**config.mk**
```make
export PLATFORM = sky130hd
export DESIGN_NAME = brbf_front
export DESIGN_NICKNAME = d
export VERILOG_FILES = /design/src/design/brbf_pkg.sv /design/src/design/brbf_front.sv
export SDC_FILE = /design/constraint.sdc
export NUM_CORES = 1
export LEC_CHECK = 0
export BUFFER_PORTS_ARGS = -buffer_cell sky130_fd_sc_hd__buf_2
export CAP_MARGIN = 10
export CELL_PAD_IN_SITES_DETAIL_PLACEMENT = 0
export CELL_PAD_IN_SITES_GLOBAL_PLACEMENT = 1
export CORE_MARGIN = 2
export CORE_UTILIZATION = 12
export DETAILED_ROUTE_END_ITERATION = 8
export PLACE_DENSITY_LB_ADDON = 0.12
export RECOVER_POWER = 25
export SLEW_MARGIN = 20
export SYNTH_ARGS = -nofsm -noshare
export SYNTH_HDL_FRONTEND = slang
export SYNTH_SLANG_ARGS = --single-unit
```
**constraint.sdc**
```tcl
create_clock -name vclk -period 0.8
set_clock_uncertainty 0.05 [all_clocks]
set_input_delay 0.16 -clock vclk [all_inputs]
set_output_delay 0.16 -clock vclk [all_outputs]
set_load 0.005 [all_outputs]
```
**src/design/brbf_pkg.sv**
```systemverilog
// ============================================================================
// brbf_pkg: shared types and constants of the bus ROM bank flipper
// Holds the address geometry, the marker addresses, the action and operation
// codes and the item record that travels from the front end to the back end.
// ============================================================================
package brbf_pkg;

    // Address geometry of one sub-bank and of the whole bank memory.
    localparam int ADDR_BITS     = 14;
    localparam int MEM_ADDR_BITS = ADDR_BITS + 2;
    localparam int MEM_DEPTH     = 1 << MEM_ADDR_BITS;

    // Number of keyboard rows captured after the capture marker.
    localparam int KEY_ROWS  = 8;
    localparam int KEY_CNT_W = 4;
    localparam logic [KEY_CNT_W-1:0] KEY_CNT_INIT = KEY_CNT_W'(KEY_ROWS);

    // Widths of the fixed interface fields.
    localparam int BUS_ADDR_W = 14;
    localparam int DELAY_W    = 4;

    // Bus address mask, marker addresses and the high byte of the row window.
    localparam logic [15:0] ADDR_MASK     = 16'((32'd1 << ADDR_BITS) - 32'd1);
    localparam logic [15:0] ADDR_KEY_MARK = 16'h3fff;
    localparam logic [15:0] ADDR_HALT_MARK = 16'h3ffe;
    localparam logic [15:0] ADDR_SWAP_MARK = 16'h3ffd;
    localparam logic [15:0] KEY_ROW_HIGH  = 16'h003f;

    // Reset values of the delay registers.
    localparam logic [DELAY_W-1:0] HALT_DELAY_RST = 4'd2;
    localparam logic [DELAY_W-1:0] SWAP_DELAY_RST = 4'd3;

    // Configuration register indexes.
    localparam logic CFG_HALT_DELAY = 1'b0;
    localparam logic CFG_SWAP_DELAY = 1'b1;

    // Action codes on the input channel.
    localparam logic [1:0] ACT_READ = 2'd0;
    localparam logic [1:0] ACT_LOAD = 2'd1;
    localparam logic [1:0] ACT_FLIP = 2'd2;

    // Operation after classification.
    typedef enum logic [1:0] {
        OP_READ,
        OP_LOAD,
        OP_FLIP,
        OP_NONE
    } t_op;

    // One classified item, as it waits in the queue.
    typedef struct packed {
        t_op                  op;
        logic [ADDR_BITS-1:0] addr;
        logic                 load_sub_bank;
        logic [7:0]           load_data;
        logic                 is_key_mark;
        logic                 is_key_row;
        logic                 is_halt_mark;
        logic                 is_swap_mark;
    } t_item;

    // Fill status of the queue.
    typedef struct packed {
        logic empty;
        logic full;
    } t_queue_status;

endpackage

```
**src/design/brbf_front.sv**
```systemverilog
// ============================================================================
// brbf_front: input transfer and classification
// Takes input transfers while the queue has room, decodes the action and
// flags the marker addresses so that the back end sees ready-made decisions.
// ============================================================================
module brbf_front (
    input  logic                           i_in_valid,
    output logic                           o_in_stall,
    input  logic [1:0]                     i_action,
    input  logic [brbf_pkg::BUS_ADDR_W-1:0] i_bus_address,
    input  logic                           i_load_sub_bank,
    input  logic [7:0]                     i_load_data,
    input  brbf_pkg::t_queue_status        i_status,
    output logic                           o_push,
    output brbf_pkg::t_item                o_item
);
    import brbf_pkg::*;

    logic [15:0] addr_ext;

    // The queue applies back pressure only when it is full.
    assign o_in_stall = i_status.full;
    assign o_push     = i_in_valid & ~i_status.full;

    // The bus address is cut down to the sub-bank address space.
    assign addr_ext = 16'(i_bus_address) & ADDR_MASK;

    // Decode the action and flag the marker addresses.
    always_comb begin
        case (i_action)
            ACT_READ: o_item.op = OP_READ;
            ACT_LOAD: o_item.op = OP_LOAD;
            ACT_FLIP: o_item.op = OP_FLIP;
            default:  o_item.op = OP_NONE;
        endcase
        o_item.addr          = addr_ext[ADDR_BITS-1:0];
        o_item.load_sub_bank = i_load_sub_bank;
        o_item.load_data     = i_load_data;
        o_item.is_key_mark   = (addr_ext == ADDR_KEY_MARK);
        o_item.is_key_row    = ((addr_ext >> 8) == KEY_ROW_HIGH);
        o_item.is_halt_mark  = (addr_ext == ADDR_HALT_MARK);
        o_item.is_swap_mark  = (addr_ext == ADDR_SWAP_MARK);
    end

endmodule

```
==> reports/results.ini, run 1 <==
[outcome]
run_status=finished with violations
violations=setup timing

[placement]
dpl_cell_area_um2=312
place.gp.congestion=0.604
pre_cts_slack_ns=-0.294
portBuffers=36

[pwr]
leakagePower_nw=0.212
power_density_nw_per_um2=415
ir_drop_mv=0.102

[global_route]
grt_antenna_before_repair=0
track_usage_pct=5.31
grt_pass1_wl_mm=1.15
grt_max_degree=5
grt_pass1_vias=264
grt_overflow=0

[critical_path]
cp_max_fo=4
crit_start=i_bus_address[0]
crit_type=input port to output pin
start_kind=input port
cp_data_required_time_ns=0.59
worstPathArrival_ns=0.84
crit_path_end_kind=output pin

[synth]
ys_types=9
yosysSeqAreaShare_pct=0
ys_top_cells_by_area=buf_4 (69%), nor4_1 (7.1%), nand4b_1 (6.7%)
yosysTopAreaCell=buf_4
synth_common_cells=buf_4 (24), nor4_1 (3), clkbuf_1 (2), nand4_1 (2), nand4b_1 (2)
syn_avg_cell_area_um2=7.10
synth_most_common_cell=buf_4
synth_cells=37
yosysWarnings=0
synth_area_um2=263
synth_top_area_share_pct=68.6
synth_fp_nets=65

[finish]
drive_above_1_share_pct=90.0
seqCellArea_um2=0
n_fill_cell=224
num-nets-final=80
final_area_um2=457
multi_input_area_um2=121
syn_to_final_growth_pct=73.8
clock_buffers=0
seq_cells=0
final_core_util_pct=22.6
diodes=0

[timing]
drv_slew=0
tns_ns=-0.650
fmax_ghz=0.957
grt_setup_unrepaired=true
tightest_slew_ns=0.212
period_share_pct=131
fin_ws_ns=-0.245
max_slew_margin_pct=85.9
fin_crit_ns=1.05
hold_slack_ns=0.270
hold_viol_final=0
setup_viol=4

[floorplan]
core_area_um2=2020
die_area_um2=2580
fp-row-count=16
io_pins=59
die-width_um=50.8
start_util_pct=13.0
die_h_um=50.8

[routing]
first_pass_iters=1
viasPerCell=3.49
routed_wl_um=778
postRouteAntennaNets=0
route.detailed.drc=0
drt-initial-drc-count=0
wl_per_cell_um=10.1
dr_total_vias=269

[flow_run]
maxCapViolCount=0

[min_path]
hp-start=i_load_data[7]
hold_class=input port to output pin

[clocking]
hold_buffers=0
post-cts-setup-buffers=0

==> cell families (layout without fill, tap and decap cells) <==
kind of cell,Yosys count,count (layout),synth area share (%)
AND/OR/NAND/NOR,11,11,28.6
buffers and inverters,26,39,71.4
==> layout by cell type, fill, tap and decap left out <==
master	instances
nand2_8	1
buf_4	3
buf_8	3
nor4_2	3
nand4_1	2
buf_2	22
nand4b_1	2
nor2b_1	1
buf_6	11
nor2_2	1
nand4_4	1
==> worst max-delay path: stages <==
cell and delay [ns]:
buf_6 0.10, nand4b_1 0.17, nor4_2 0.26, buf_2 0.15
==> routing by layer <==
layer	up-vias	GRT usage, %	wire (um)
met5	-	0	0
met1	108	4.26	186
li1	130	-	-
met3	4	2.08	133
met2	27	11.6	447
met4	0	0.901	10
==> worst paths after layout <==
check	end	slack [ns]	depth (start not counted)
max	o_item[1]	-0.25	4
min	o_item[11]	0.27	0
==> final cells by class <==
type | instances | area share [%]
well taps | 27 | 7.40
multi-input cells | 11 | 26.6
repair buffers | 39 | 66.0
==> per-stage QoR <==
step	power (mW)	cells
floorplan	0.114	37
global placement	0.126	77
detailed placement	0.124	77
CTS	0.178	77
global route	0.205	77
finish	0.189	77
==> what timing repair did <==
action / 4_1_cts / 5_1_grt
setup endpoints to repair: 4 / 4
resized for setup: 21 / 7
pin swaps: 7 / 7
==> power by group <==
part	internal, mW	total, mW	switching (mW)
registers	0	0	0
logic	0.123	0.189	0.0660
clock network	0	0	0
Power figures use the tool's default switching activity.
==> run 2, diff against run 1 <==
- SETUP_SLACK_MARGIN: default -> 0.15
==> reports/results.ini, run 2 (synthesis gave the netlist of run 1 again) <==
[outcome]
run_status=finished with violations
violations=setup timing

[routing]
first_pass_iters=2
dr_total_vias=277
postRouteAntennaNets=0
routed_wl_um=822
drt-initial-drc-count=1
route.detailed.drc=0
viasPerCell=3.55
wl_per_cell_um=10.5

[timing]
max_slew_margin_pct=85.7
period_share_pct=130
tns_ns=-0.778
tightest_slew_ns=0.212
fin_ws_ns=-0.238
fin_crit_ns=1.04
fmax_ghz=0.963
grt_setup_unrepaired=true
drv_slew=0
hold_viol_final=0
setup_viol=4

[finish]
final_area_um2=458
fin_cells=78
syn_to_final_growth_pct=74.3
final_common_cell=buf_2
diodes=0
seq_cells=0
num-nets-final=81
final_cell_mix=buf_2 (23), buf_6 (11), nor4_2 (3), buf_8 (3), buf_4 (3)
clock_buffers=0
seqCellArea_um2=0
drive_above_1_share_pct=90.2

[placement]
pre_cts_slack_ns=-0.312
placed_cells=76
portBuffers=36
dpl_cell_area_um2=323
hpwlAfterDp_um=650
place.gp.congestion=0.598

[floorplan]
core_area_um2=2020
io_pins=59
fp-row-count=16
start_util_pct=13.0
die-width_um=50.8
die_area_um2=2580
die_h_um=50.8

[critical_path]
worstPathArrival_ns=0.83
crit_type=input port to output pin
critPathMaxStageDelay_ns=0.24
start_kind=input port
cp_data_required_time_ns=0.59
cpMaxStageDelayCell=nor4_2
cp_max_fo=3
crit_chain=buf_8 -> nand4b_1 -> nor4_2 -> buf_2
crit_path_end_kind=output pin

[pwr]
ir_drop_mv=0.110
p_total_mw=0.184
leakagePower_nw=0.218
power_density_nw_per_um2=401

[global_route]
grt_pass1_wl_mm=1.14
track_usage_pct=5.43
grt_pass1_vias=242
grt_max_degree=5
grt_overflow=0
grt_antenna_before_repair=0

[flow_run]
maxCapViolCount=0

[min_path]
hold_class=input port to output pin

-- run 2: cell count changes in the layout (fill, tap and decap cells not counted) --
cell     change
nor2_2       -1
nand2_8      -1
buf_2        +1
nor2_4       +1
nand2_4      +1
-- run 2: stage by stage --
| step | hold WS, ns | utilization [%] |
|---|---|---|
| floorplan | 0.300 | - |
| global placement | 0.270 | 16.0 |
| detailed placement | 0.270 | 16.0 |
| CTS | 0.270 | 20.9 |
| global route | 0.270 | 22.6 |
| finish | 0.270 | 22.6 |
-- run 2: worst paths after layout --
kind | start | to | slack [ns] | cells after the start
min | i_load_data[7] | o_item[11] | 0.27 | 0
max | i_bus_address[1] | o_item[0] | -0.24 | 4
-- run 2: area by class of cell --
| type | instances | area, um2 |
|---|---|---|
| fill | 226 | 1560 |
| timing repair buffer | 40 | 307 |
| multi-input combinational | 11 | 118 |
| tap | 27 | 33.8 |
-- run 2: timing repair --
| item | 4_1_cts | 5_1_grt |
|---|---|---|
| pin swaps | 5 | 6 |
| resized for setup | 17 | 5 |
| setup endpoints to repair | 5 | 5 |
| setup buffers | 0 | 2 |
| hold buffers | 0 | 0 |
| hold endpoints to repair | 0 | 0 |
-- run 2: where the power goes --
part	internal [mW]	switching, mW
sequential	0	0
combinational	0.119	0.0645
clock	0	0
-- run 2: per-layer routing --
layer,share of wire [%],up-vias,routed length (um),global-route usage [%]
li1,-,129,-,-
met1,28,116,234,4.43
met2,54,26,440,12.1
met3,16,6,134,1.19
met4,1.6,0,13,1.80
met5,0,-,0,0
-- run 2: worst max-delay path, delay by kind of cell --
kind / cells / cell delay [ns]
buffers and inverters: 2 / 0.24
AND/OR/NAND/NOR: 2 / 0.42
