**src/design/brbf_pkg.sv**
```systemverilog
// ============================================================================
// brbf_pkg: shared types and constants of the bus ROM bank flipper
// Holds the address geometry, the marker addresses, the action and operation
// codes and the item record that travels from the front end to the back end.
// ============================================================================
package brbf_pkg;

    // Address geometry of one sub-bank and of the whole bank memory.
    localparam int ADDR_BITS     = 14;
    localparam int MEM_ADDR_BITS = ADDR_BITS + 2;
    localparam int MEM_DEPTH     = 1 << MEM_ADDR_BITS;

    // Number of keyboard rows captured after the capture marker.
    localparam int KEY_ROWS  = 8;
    localparam int KEY_CNT_W = 4;
    localparam logic [KEY_CNT_W-1:0] KEY_CNT_INIT = KEY_CNT_W'(KEY_ROWS);

    // Widths of the fixed interface fields.
    localparam int BUS_ADDR_W = 14;
    localparam int DELAY_W    = 4;

    // Bus address mask, marker addresses and the high byte of the row window.
    localparam logic [15:0] ADDR_MASK     = 16'((32'd1 << ADDR_BITS) - 32'd1);
    localparam logic [15:0] ADDR_KEY_MARK = 16'h3fff;
    localparam logic [15:0] ADDR_HALT_MARK = 16'h3ffe;
    localparam logic [15:0] ADDR_SWAP_MARK = 16'h3ffd;
    localparam logic [15:0] KEY_ROW_HIGH  = 16'h003f;

    // Reset values of the delay registers.
    localparam logic [DELAY_W-1:0] HALT_DELAY_RST = 4'd2;
    localparam logic [DELAY_W-1:0] SWAP_DELAY_RST = 4'd3;

    // Configuration register indexes.
    localparam logic CFG_HALT_DELAY = 1'b0;
    localparam logic CFG_SWAP_DELAY = 1'b1;

    // Action codes on the input channel.
    localparam logic [1:0] ACT_READ = 2'd0;
    localparam logic [1:0] ACT_LOAD = 2'd1;
    localparam logic [1:0] ACT_FLIP = 2'd2;

    // Operation after classification.
    typedef enum logic [1:0] {
        OP_READ,
        OP_LOAD,
        OP_FLIP,
        OP_NONE
    } t_op;

    // One classified item, as it waits in the queue.
    typedef struct packed {
        t_op                  op;
        logic [ADDR_BITS-1:0] addr;
        logic                 load_sub_bank;
        logic [7:0]           load_data;
        logic                 is_key_mark;
        logic                 is_key_row;
        logic                 is_halt_mark;
        logic                 is_swap_mark;
    } t_item;

    // Fill status of the queue.
    typedef struct packed {
        logic empty;
        logic full;
    } t_queue_status;

endpackage

```
**src/design/brbf_queue.sv**
```systemverilog
// ============================================================================
// brbf_queue: two-entry queue between front and back end
// Decouples the input side from the back end so that each can stall on its
// own while the other keeps moving.
// ============================================================================
module brbf_queue (
    input  logic                    i_clk,
    input  logic                    i_rst_n,
    input  logic                    i_push,
    input  brbf_pkg::t_item         i_item,
    input  logic                    i_pop,
    output brbf_pkg::t_item         o_head,
    output brbf_pkg::t_queue_status o_status
);
    import brbf_pkg::*;

    t_item      r_entry [2];
    logic       r_wr_ptr;
    logic       r_rd_ptr;
    logic [1:0] r_count;
    logic [1:0] n_count;

    assign o_head          = r_entry[r_rd_ptr];
    assign o_status.empty  = (r_count == 2'd0);
    assign o_status.full   = (r_count == 2'd2);

    // Fill count follows pushes and pops.
    always_comb begin
        n_count = r_count;
        if (i_push && !i_pop) begin
            n_count = r_count + 2'd1;
        end else if (!i_push && i_pop) begin
            n_count = r_count - 2'd1;
        end
    end

    // Pointers and fill count.
    always_ff @(posedge i_clk) begin
        if (!i_rst_n) begin
            r_wr_ptr <= 1'b0;
            r_rd_ptr <= 1'b0;
            r_count  <= 2'd0;
        end else begin
            if (i_push) begin
                r_wr_ptr <= ~r_wr_ptr;
            end
            if (i_pop) begin
                r_rd_ptr <= ~r_rd_ptr;
            end
            r_count <= n_count;
        end
    end

    // Entry storage needs no reset.
    always_ff @(posedge i_clk) begin
        if (i_push) begin
            r_entry[r_wr_ptr] <= i_item;
        end
    end

endmodule

```
**config.mk**
```make
export PLATFORM = sky130hd
export DESIGN_NAME = brbf_queue
export DESIGN_NICKNAME = d
export VERILOG_FILES = /design/src/design/brbf_pkg.sv /design/src/design/brbf_queue.sv
export SDC_FILE = /design/constraint.sdc
export NUM_CORES = 1
export LEC_CHECK = 0
export BUFFER_PORTS_ARGS = -buffer_cell sky130_fd_sc_hd__clkbuf_2
export CAP_MARGIN = 20
export CORE_UTILIZATION = 50
export CTS_BUF_LIST = sky130_fd_sc_hd__clkbuf_8
export DETAILED_ROUTE_END_ITERATION = 10
export GPL_TIMING_DRIVEN = 0
export PLACE_DENSITY = 0.77
export SLEW_MARGIN = 20
export SYNTH_ARGS = -nofsm -noshare
export SYNTH_HDL_FRONTEND = slang
export SYNTH_SLANG_ARGS = --single-unit
```
**constraint.sdc**
```tcl
create_clock -name i_clk -period 2.65 [get_ports i_clk]
set_input_delay 0.1325 -clock i_clk [delete_from_list [all_inputs] [get_ports i_clk]]
set_output_delay 0.1325 -clock i_clk [all_outputs]
set_load 0.02 [all_outputs]
```
==> results.yml, run 1 <==
clock_tree:
  cts_num_sinks: 63
  worstSkewPairLatency_ns: 0.33
  cts_tree: "done"
  htree_levels: 3
  numCtsBuffers: 9
  cts_resized: 0
  post_cts_buffers: 0
  root_buffer: "clkbuf_8"
  clockBufferDepth: 2
  cts.clk_slew.worst_paths_ns: 0.06
grt:
  grt_first_pass_wirelength_mm: 6.60
  antenna_found_initial: 0
  grt_max_degree: 30
  gr-total-overflow: 0
  grt_pass1_vias: 1408
  grt_usage_pct: 18.8
critical_path:
  path_class: "reg2out"
  critical_path_arrival_ns: 1.58
  critPathRequiredTime_ns: 2.52
  cp-end-kind: "primary output"
  rr_worst_depth: 1
  cp_max_fo: 10
  startpoint_type: "flop"
finish:
  layout-drive-gt1-share_pct: 51.1
  nFillCells: 286
  final_cell_mix: "clkbuf_2 (63), edfxtp_1 (58), mux2_2 (29)"
  final_nets: 249
  antenna_cells: 0
  fin_area_um2: 3160
  areaGrowthSynthToFinish_pct: 36.9
  final_common_cell: "clkbuf_2"
floorplanning:
  coreArea_um2: 4380
  rows: 24
  io_pins: 64
  chipWidth_um: 69.9
  start_util_pct: 52.7
  die_height_um: 69.9
  die-area_um2: 4890
timing:
  rsz0062_at_grt: "no"
  period_minus_slack_ns: 1.71
  drv_slew: 0
  finalSetupViolCount: 0
  layout_worst_path_cycle_share_pct: 64.7
  worst_hold_slack_ns: 0.0182
  skew_ns: 0.00544
  worst_slew_pin_slew_ns: 0.718
  fmax_mhz: 584
  hold_viol: 0
  slew-limit-headroom_pct: 52.2
  fin_setup_tns_ns: 0
  fin_ws_ns: 0.936
routing:
  drt_iter0_drc: 90
  drcViolationCount: 0
  viasPerCell: 4.89
  ant_nets: 0
  drt-pass1-iter-count: 4
  wl_per_cell_um: 15.4
  vias: 1324
  wl_mm: 4.16
power_and_ir_drop:
  p_sw_w: 0.000516
  combPwrFrac_pct: 14.7
  swShare_pct: 24.2
  p_clk_share_pct: 30.7
  internal-power_w: 0.00162
  power_per_cell_area_nw_per_um2: 675
  power.share.sequential_pct: 54.6
  vdd_drop_max_mv: 0.377
  p_leak_nw: 1.25
placed_design:
  pre_cts_ws_ns: 1.23
  place_hpwl_mm: 2.68
  place_congestion: 0.663
  post_dp_cell_area_um2: 2730
  io_buffers: 63
logic_synthesis:
  synth_cell_types: 17
  postSynthAreaPerCell_um2: 20.6
  yosysSeqAreaShare_pct: 79.8
  syn-num-nets: 146
  synth-seq-cells: 63
  yosys_warnings: 0
  syn_area_um2: 2310
  syn_inst: 112
hold_path:
  hold_depth: 1
  hold_path.class: "in2reg"
outcome:
  status: "complete, no violations"
run:
  drv_cap: 0
==> worst paths after layout <==
| path | from | endpoint | slack, ns |
|---|---|---|---|
| setup / recovery | flop | o_head[15] | 0.94 |
| hold / removal | i_item[4] | r_entry[0][4] | 0.02 |
| setup reg to reg | r_wr_ptr | r_entry[1][17] | 1.24 |
| hold reg to reg | r_count[1] | r_count[1] | 0.54 |
==> layer usage <==
layer | part of all wire, % | global-route usage [%] | up-vias
met3 | 4.2 | 6.06 | 7
met2 | 56 | 33.0 | 44
met1 | 38 | 20.0 | 635
met4 | 1.7 | 10.0 | 0
li1 | - | - | 638
met5 | 0 | 0 | -
==> sequential cells by signal, indices dropped and copies added (netlist names), named ones only <==
name,count
r_count,2
r_entry,58
r_rd_ptr,1
r_wr_ptr,1
==> final cells by class <==
type / count / area (um2) / share of cell area [%]
inverters: 1 / 3.75 / 0.119
well taps: 52 / 65.1 / 2.06
repair buffers: 92 / 623 / 19.7
clock inverters: 6 / 30.0 / 0.950
multi-input cells: 45 / 450 / 14.3
clock buffers: 9 / 124 / 3.92
plain buffers: 3 / 21.3 / 0.673
flip-flops and latches: 63 / 1840 / 58.3
==> per-stage QoR <==
step                util, %  total power (W)  instances
floorplan                 -          0.00136        112
global placement       61.3          0.00145        227
detailed placement     62.2          0.00147        228
CTS                    71.1          0.00215        267
global route           72.1          0.00222        271
finish                 72.1          0.00213        271
==> synthesized netlist by cell type <==
| master | number | share of area (%) |
|---|---|---|
| xor2_1 | 2 | 0.76 |
| ha_1 | 1 | 0.54 |
| edfxtp_1 | 58 | 75 |
| nor2_1 | 1 | 0.16 |
| dfxtp_1 | 5 | 4.3 |
| buf_6 | 1 | 0.49 |
| buf_2 | 2 | 0.43 |
| inv_1 | 1 | 0.16 |
| or3_1 | 1 | 0.27 |
| and2b_2 | 1 | 0.38 |
| o21a_1 | 1 | 0.33 |
| xnor2_1 | 1 | 0.38 |
| and2_1 | 4 | 1.1 |
| nor2b_1 | 2 | 0.54 |
| a21boi_1 | 1 | 0.33 |
| o21ai_0 | 1 | 0.22 |
| mux2_2 | 29 | 14 |
==> timing repair <==
item / CTS / global route
hold endpoints to repair: 46 / 8
hold buffers: 24 / 4
endpoints found under the setup margin: 0 / 0
==> critical path, cell delays in order, from the launching register on <==
cell,delay (ns)
dfxtp_1,0.32
buf_2,0.24
buf_6,0.19
mux2_2,0.35
clkbuf_2,0.16
==> power by group through the flow <==
stage	combinational [W]	clock [W]	sequential, W
floorplan	0.000179	0	0.00118
global placement	0.000264	0	0.00118
detailed placement	0.000282	0	0.00119
CTS	0.000311	0.000670	0.00116
global route	0.000334	0.000720	0.00117
finish	0.000313	0.000654	0.00116
==> cells by family after synthesis <==
kind of cell / share of synthesized area (%)
DFF: 79.8
adders and majority gates: 0.542
xor gates and xnor gates: 1.14
buffers and inverters: 1.08
muxes: 14.1
AOI/OAI and AO/OA: 0.867
and+or+nand+nor: 2.44
Power figures use the tool's default switching activity.
==> inputs of run 2 (changes only) <==
Clock period 2.65 ns to 1.79 ns, I/O delays scaled along.
==> results.yml, run 2 (synthesis results as in run 1) <==
outcome:
  status: "complete, no violations"
power_and_ir_drop:
  p_leak_nw: 1.27
  power_per_cell_area_nw_per_um2: 1020
  vdd_drop_max_mv: 0.574
placed_design:
  post_dp_cell_area_um2: 2730
  io_buffers: 63
  dp_cells: 228
  place_congestion: 0.651
  place_hpwl_mm: 2.56
finish:
  areaGrowthSynthToFinish_pct: 38.6
  final_common_cell: "clkbuf_2"
  multi_input_area_um2: 450
  final_cell_mix: "clkbuf_2 (63), edfxtp_1 (58), mux2_2 (29), dlygate4sd3_1 (29), clkbuf_8 (12)"
  layout-drive-gt1-share_pct: 51.6
  fin_area_um2: 3200
  antenna_cells: 0
  seqCellArea_um2: 1840
  largestRegisters: "r_entry: 58 flops, r_count: 2 flops"
  final_nets: 250
  nFillCells: 293
  instances_no_fill: 273
  largest_reg_flops: 58
  top_register: "r_entry"
routing:
  wl_mm: 4.02
  viasPerCell: 4.81
  ant_nets: 0
  vias: 1312
  wl_per_cell_um: 14.7
  drt_iter0_drc: 54
  drcViolationCount: 0
  drt-pass1-iter-count: 5
critical_path:
  critPathSlowestCell: "mux2_2"
  cp-end-kind: "primary output"
  cp_max_fo: 10
  critical_path_arrival_ns: 1.58
  startpoint_type: "flop"
  r2r-end: "r_entry[1][10]"
  crit_chain: "buf_2 > buf_6 > mux2_2 > clkbuf_2"
  r2r-start: "r_wr_ptr"
  slowest_delay_ns: 0.34
  critPathRequiredTime_ns: 1.70
  rr_worst_depth: 1
  r2r_slack_ns: 0.37
  path_class: "reg2out"
grt:
  grt_first_pass_wirelength_mm: 6.42
  grt_pass1_vias: 1434
  grt_max_degree: 30
  antenna_found_initial: 0
  grt_usage_pct: 18.0
  gr-total-overflow: 0
timing:
  layout_worst_path_cycle_share_pct: 93.2
  period_minus_slack_ns: 1.67
  drv_slew: 0
  rsz0062_at_grt: "no"
  fmax_mhz: 600
  worst_slew_pin_slew_ns: 0.714
  finalSetupViolCount: 0
  slew-limit-headroom_pct: 52.4
  hold_viol: 0
  skew_ns: 0.00622
floorplanning:
  start_util_pct: 52.7
  coreArea_um2: 4380
  chipWidth_um: 69.9
  die-area_um2: 4890
  rows: 24
  die_height_um: 69.9
  io_pins: 64
hold_path:
  hold_depth: 2
  hp-start: "i_rst_n"
  hold_path_end: "r_rd_ptr"
  hold_path.class: "in2reg"
clock_tree:
  htree_levels: 3
  numCtsBuffers: 9
  post_cts_buffers: 0
  cts_resized: 0
  clockBufferDepth: 2
  cts.clk_slew.worst_paths_ns: 0.06
  worstSkewPairLatency_ns: 0.32
  cts_num_sinks: 63
  cts_tree: "done"
  root_buffer: "clkbuf_8"
run:
  drv_cap: 0
-- run 2: timing repair --
| item | in CTS | in global routing |
|---|---|---|
| hold buffers | 29 | 0 |
| setup endpoints to repair | 0 | 0 |
| hold endpoints to repair | 58 | 0 |
-- run 2: how the worst max path moves through the flow --
stage,cells past startpoint,from,endpoint,slack (ns)
CTS,4,flop,o_head[15],0.1
global route,4,flop,o_head[17],0.03
global placement,1,r_wr_ptr,r_entry[0][19],-0.07
detailed placement,1,r_wr_ptr,r_entry[1][14],0.36
finish,4,flop,o_head[12],0.12
floorplan,1,r_wr_ptr,r_entry[0][0],0.28
-- run 2: final cells by class --
class                   count  area share [%]
clock buffers              12            5.16
inverters                   1           0.117
repair buffers             93            19.8
well taps                  52            2.03
clock inverters             4           0.587
plain buffers               3           0.665
flip-flops and latches     63            57.6
multi-input cells          45            14.1
-- run 2: per-stage QoR --
stage / TNS, ns / total power, W / hold slack, ns / utilization (%) / worst slack, ns
5_1_grt: 0 / 0.00340 / 0.0421 / 73.0 / 0.0280
3_5_place_dp: 0 / 0.00217 / 0.282 / 62.2 / 0.358
2_1_floorplan: 0 / 0.00201 / 0.188 / - / 0.280
4_1_cts: 0 / 0.00330 / 0.0218 / 73.0 / 0.0998
6_report: 0 / 0.00328 / 0.0327 / 73.0 / 0.122
3_3_place_gp: -2.00 / 0.00214 / 0.279 / 61.4 / -0.0695
-- run 2: layer usage --
| metal | up-vias | track usage [%] | wire [um] |
|---|---|---|---|
| met4 | 0 | 9.33 | 38 |
| met3 | 4 | 5.48 | 175 |
| met1 | 627 | 19.1 | 1620 |
| met5 | - | 0 | 0 |
| met2 | 41 | 31.8 | 2180 |
| li1 | 640 | - | - |
-- run 2: power breakdown --
group	total, W	leakage (nW)	internal, W	switching, W
registers	0.00172	0.586	0.00170	0.0000269
logic	0.000463	0.583	0.000221	0.000242
clock network	0.00109	0.0996	0.000604	0.000486
total	0.00328	1.27	0.00252	0.000756
-- run 2: worst max-delay path, delay by kind of cell (launching register included) --
family / cells / cell delay [ns]
flip-flops: 1 / 0.32
multiplexers: 1 / 0.34
buffers and inverters: 3 / 0.60
==> inputs of run 3 (changes only) <==
Settings changed: CORE_MARGIN set to 2.
Clock period 1.79 ns to 1.64 ns, I/O delays scaled along.
==> results.yml, run 3 (synthesis results as in run 1) <==
outcome:
  status: "complete, no violations"
floorplanning:
  die_height_um: 71.9
  chipWidth_um: 71.9
  start_util_pct: 52.3
  io_pins: 64
  coreArea_um2: 4410
  rows: 24
  die-area_um2: 5180
grt:
  grt_pass1_vias: 1472
  gr-total-overflow: 0
  grt_max_degree: 30
  grt_first_pass_wirelength_mm: 6.73
  antenna_found_initial: 0
  grt_usage_pct: 17.8
critical_path:
  cp_max_fo: 10
  cp-end-kind: "primary output"
  critPathRequiredTime_ns: 1.56
  rr_worst_depth: 1
  r2r_slack_ns: 0.26
  crit_cells: 3
  critPathSlowestCell: "mux2_2"
  critPathTopFamily: "buffers and inverters"
  crit_buf_inv: 2
  slowest_delay_ns: 0.37
  startpoint_type: "flop"
  crit_chain: "buf_2 > mux2_2 > clkbuf_2"
  critical_path_arrival_ns: 1.46
  path_class: "reg2out"
clock_tree:
  htree_levels: 3
  cts.clk_slew.worst_paths_ns: 0.07
  clockBufferDepth: 2
  cts_tree: "done"
  cts_num_sinks: 63
  numCtsBuffers: 9
  worstSkewPairLatency_ns: 0.33
  post_cts_buffers: 0
  root_buffer: "clkbuf_8"
routing:
  wl_mm: 4.03
  drt-pass1-iter-count: 4
  wl_per_cell_um: 14.8
  drcViolationCount: 0
  viasPerCell: 4.90
  ant_nets: 0
  vias: 1332
  drt_iter0_drc: 58
timing:
  rsz0062_at_grt: "no"
  drv_slew: 0
  fin_ws_ns: 0.102
  fin_setup_tns_ns: 0
  layout_worst_path_cycle_share_pct: 93.8
  period_minus_slack_ns: 1.54
  slew-limit-headroom_pct: 53.1
  hold_viol: 0
  skew_ns: 0.0106
  finalSetupViolCount: 0
  fmax_mhz: 650
  worst_slew_pin_slew_ns: 0.703
placed_design:
  pre_cts_ws_ns: 0.226
  place_congestion: 0.671
  io_buffers: 63
  post_dp_cell_area_um2: 2730
finish:
  final_common_cell: "clkbuf_2"
  final_cell_mix: "clkbuf_2 (63), edfxtp_1 (58), mux2_2 (29), dlygate4sd3_1 (29), clkbuf_8 (9)"
  antenna_cells: 0
  largest_reg_flops: 58
  fin_area_um2: 3250
  final_nets: 249
  top_register: "r_entry"
  largestRegisters: "r_entry: 58 flops, r_count: 2 flops"
  areaGrowthSynthToFinish_pct: 40.7
  layout-drive-gt1-share_pct: 51.4
  nFillCells: 284
power_and_ir_drop:
  vdd_drop_max_mv: 0.773
  power_w: 0.00395
  p_sw_w: 0.000859
  p_leak_nw: 1.29
  internal-power_w: 0.00309
  swShare_pct: 21.7
  power_per_cell_area_nw_per_um2: 1220
  p_clk_share_pct: 39.6
  combPwrFrac_pct: 12.8
  power.share.sequential_pct: 47.6
run:
  drv_cap: 0
hold_path:
  hold_depth: 2
  hold_path.class: "in2reg"
[run 3: cell count changes in the layout (fill, tap and decap cells not counted)]
cell	before	now
buf_2	2	1
bufinv_16	0	3
clkbuf_8	12	9
clkinv_1	1	0
clkinv_2	3	2
clkinv_4	0	1
inv_1	1	2
[run 3: worst paths after layout]
kind,from,endpoint
max reg2reg,r_wr_ptr,r_entry[1][14]
max,flop,o_head[7]
min,i_rst_n,r_count[0]
min reg2reg,r_count[1],r_count[1]
[run 3: power groups by stage]
| stage | Combinational, W | Sequential [W] | Clock (W) |
|---|---|---|---|
| after floorplan | 0.000289 | 0.00191 | 0 |
| after global placement | 0.000429 | 0.00191 | 0 |
| after detailed placement | 0.000458 | 0.00191 | 0 |
| after CTS | 0.000517 | 0.00188 | 0.00159 |
| after global routing | 0.000548 | 0.00189 | 0.00168 |
| final | 0.000507 | 0.00188 | 0.00156 |
[run 3: final cells by class]
type,instances,area [um2],area share [%]
buffer,2,16.3,0.501
clock buffer,9,124,3.82
clock inverter,7,113,3.47
inverter,1,3.75,0.116
multi-input combinational,45,450,13.9
sequential,63,1840,56.7
tap,52,65.1,2.00
timing repair buffer,93,633,19.5
[run 3: per-layer routing]
metal  track usage [%]  share of wire [%]  vias to the layer above
met3              4.72                5.0                        8
met5                 0                  0                        -
li1                  -                  -                      640
met1              19.2                 40                      640
met2              31.9                 53                       44
met4              9.64                2.0                        0
[run 3: through the flow]
step	hold slack (ns)	instances	utilization, %
2_1_floorplan	0.181	112	-
3_3_place_gp	0.272	227	61.0
3_5_place_dp	0.276	228	61.7
4_1_cts	0.00169	273	73.7
5_1_grt	0.00843	272	73.6
6_report	0.0126	272	73.6
[run 3: repair_timing]
item	4_1_cts	5_1_grt
hold endpoints to repair	58	0
resized for setup	1	1
endpoints found under the setup margin	10	10
cloned	0	0
pin swaps	0	0
hold buffers	29	0
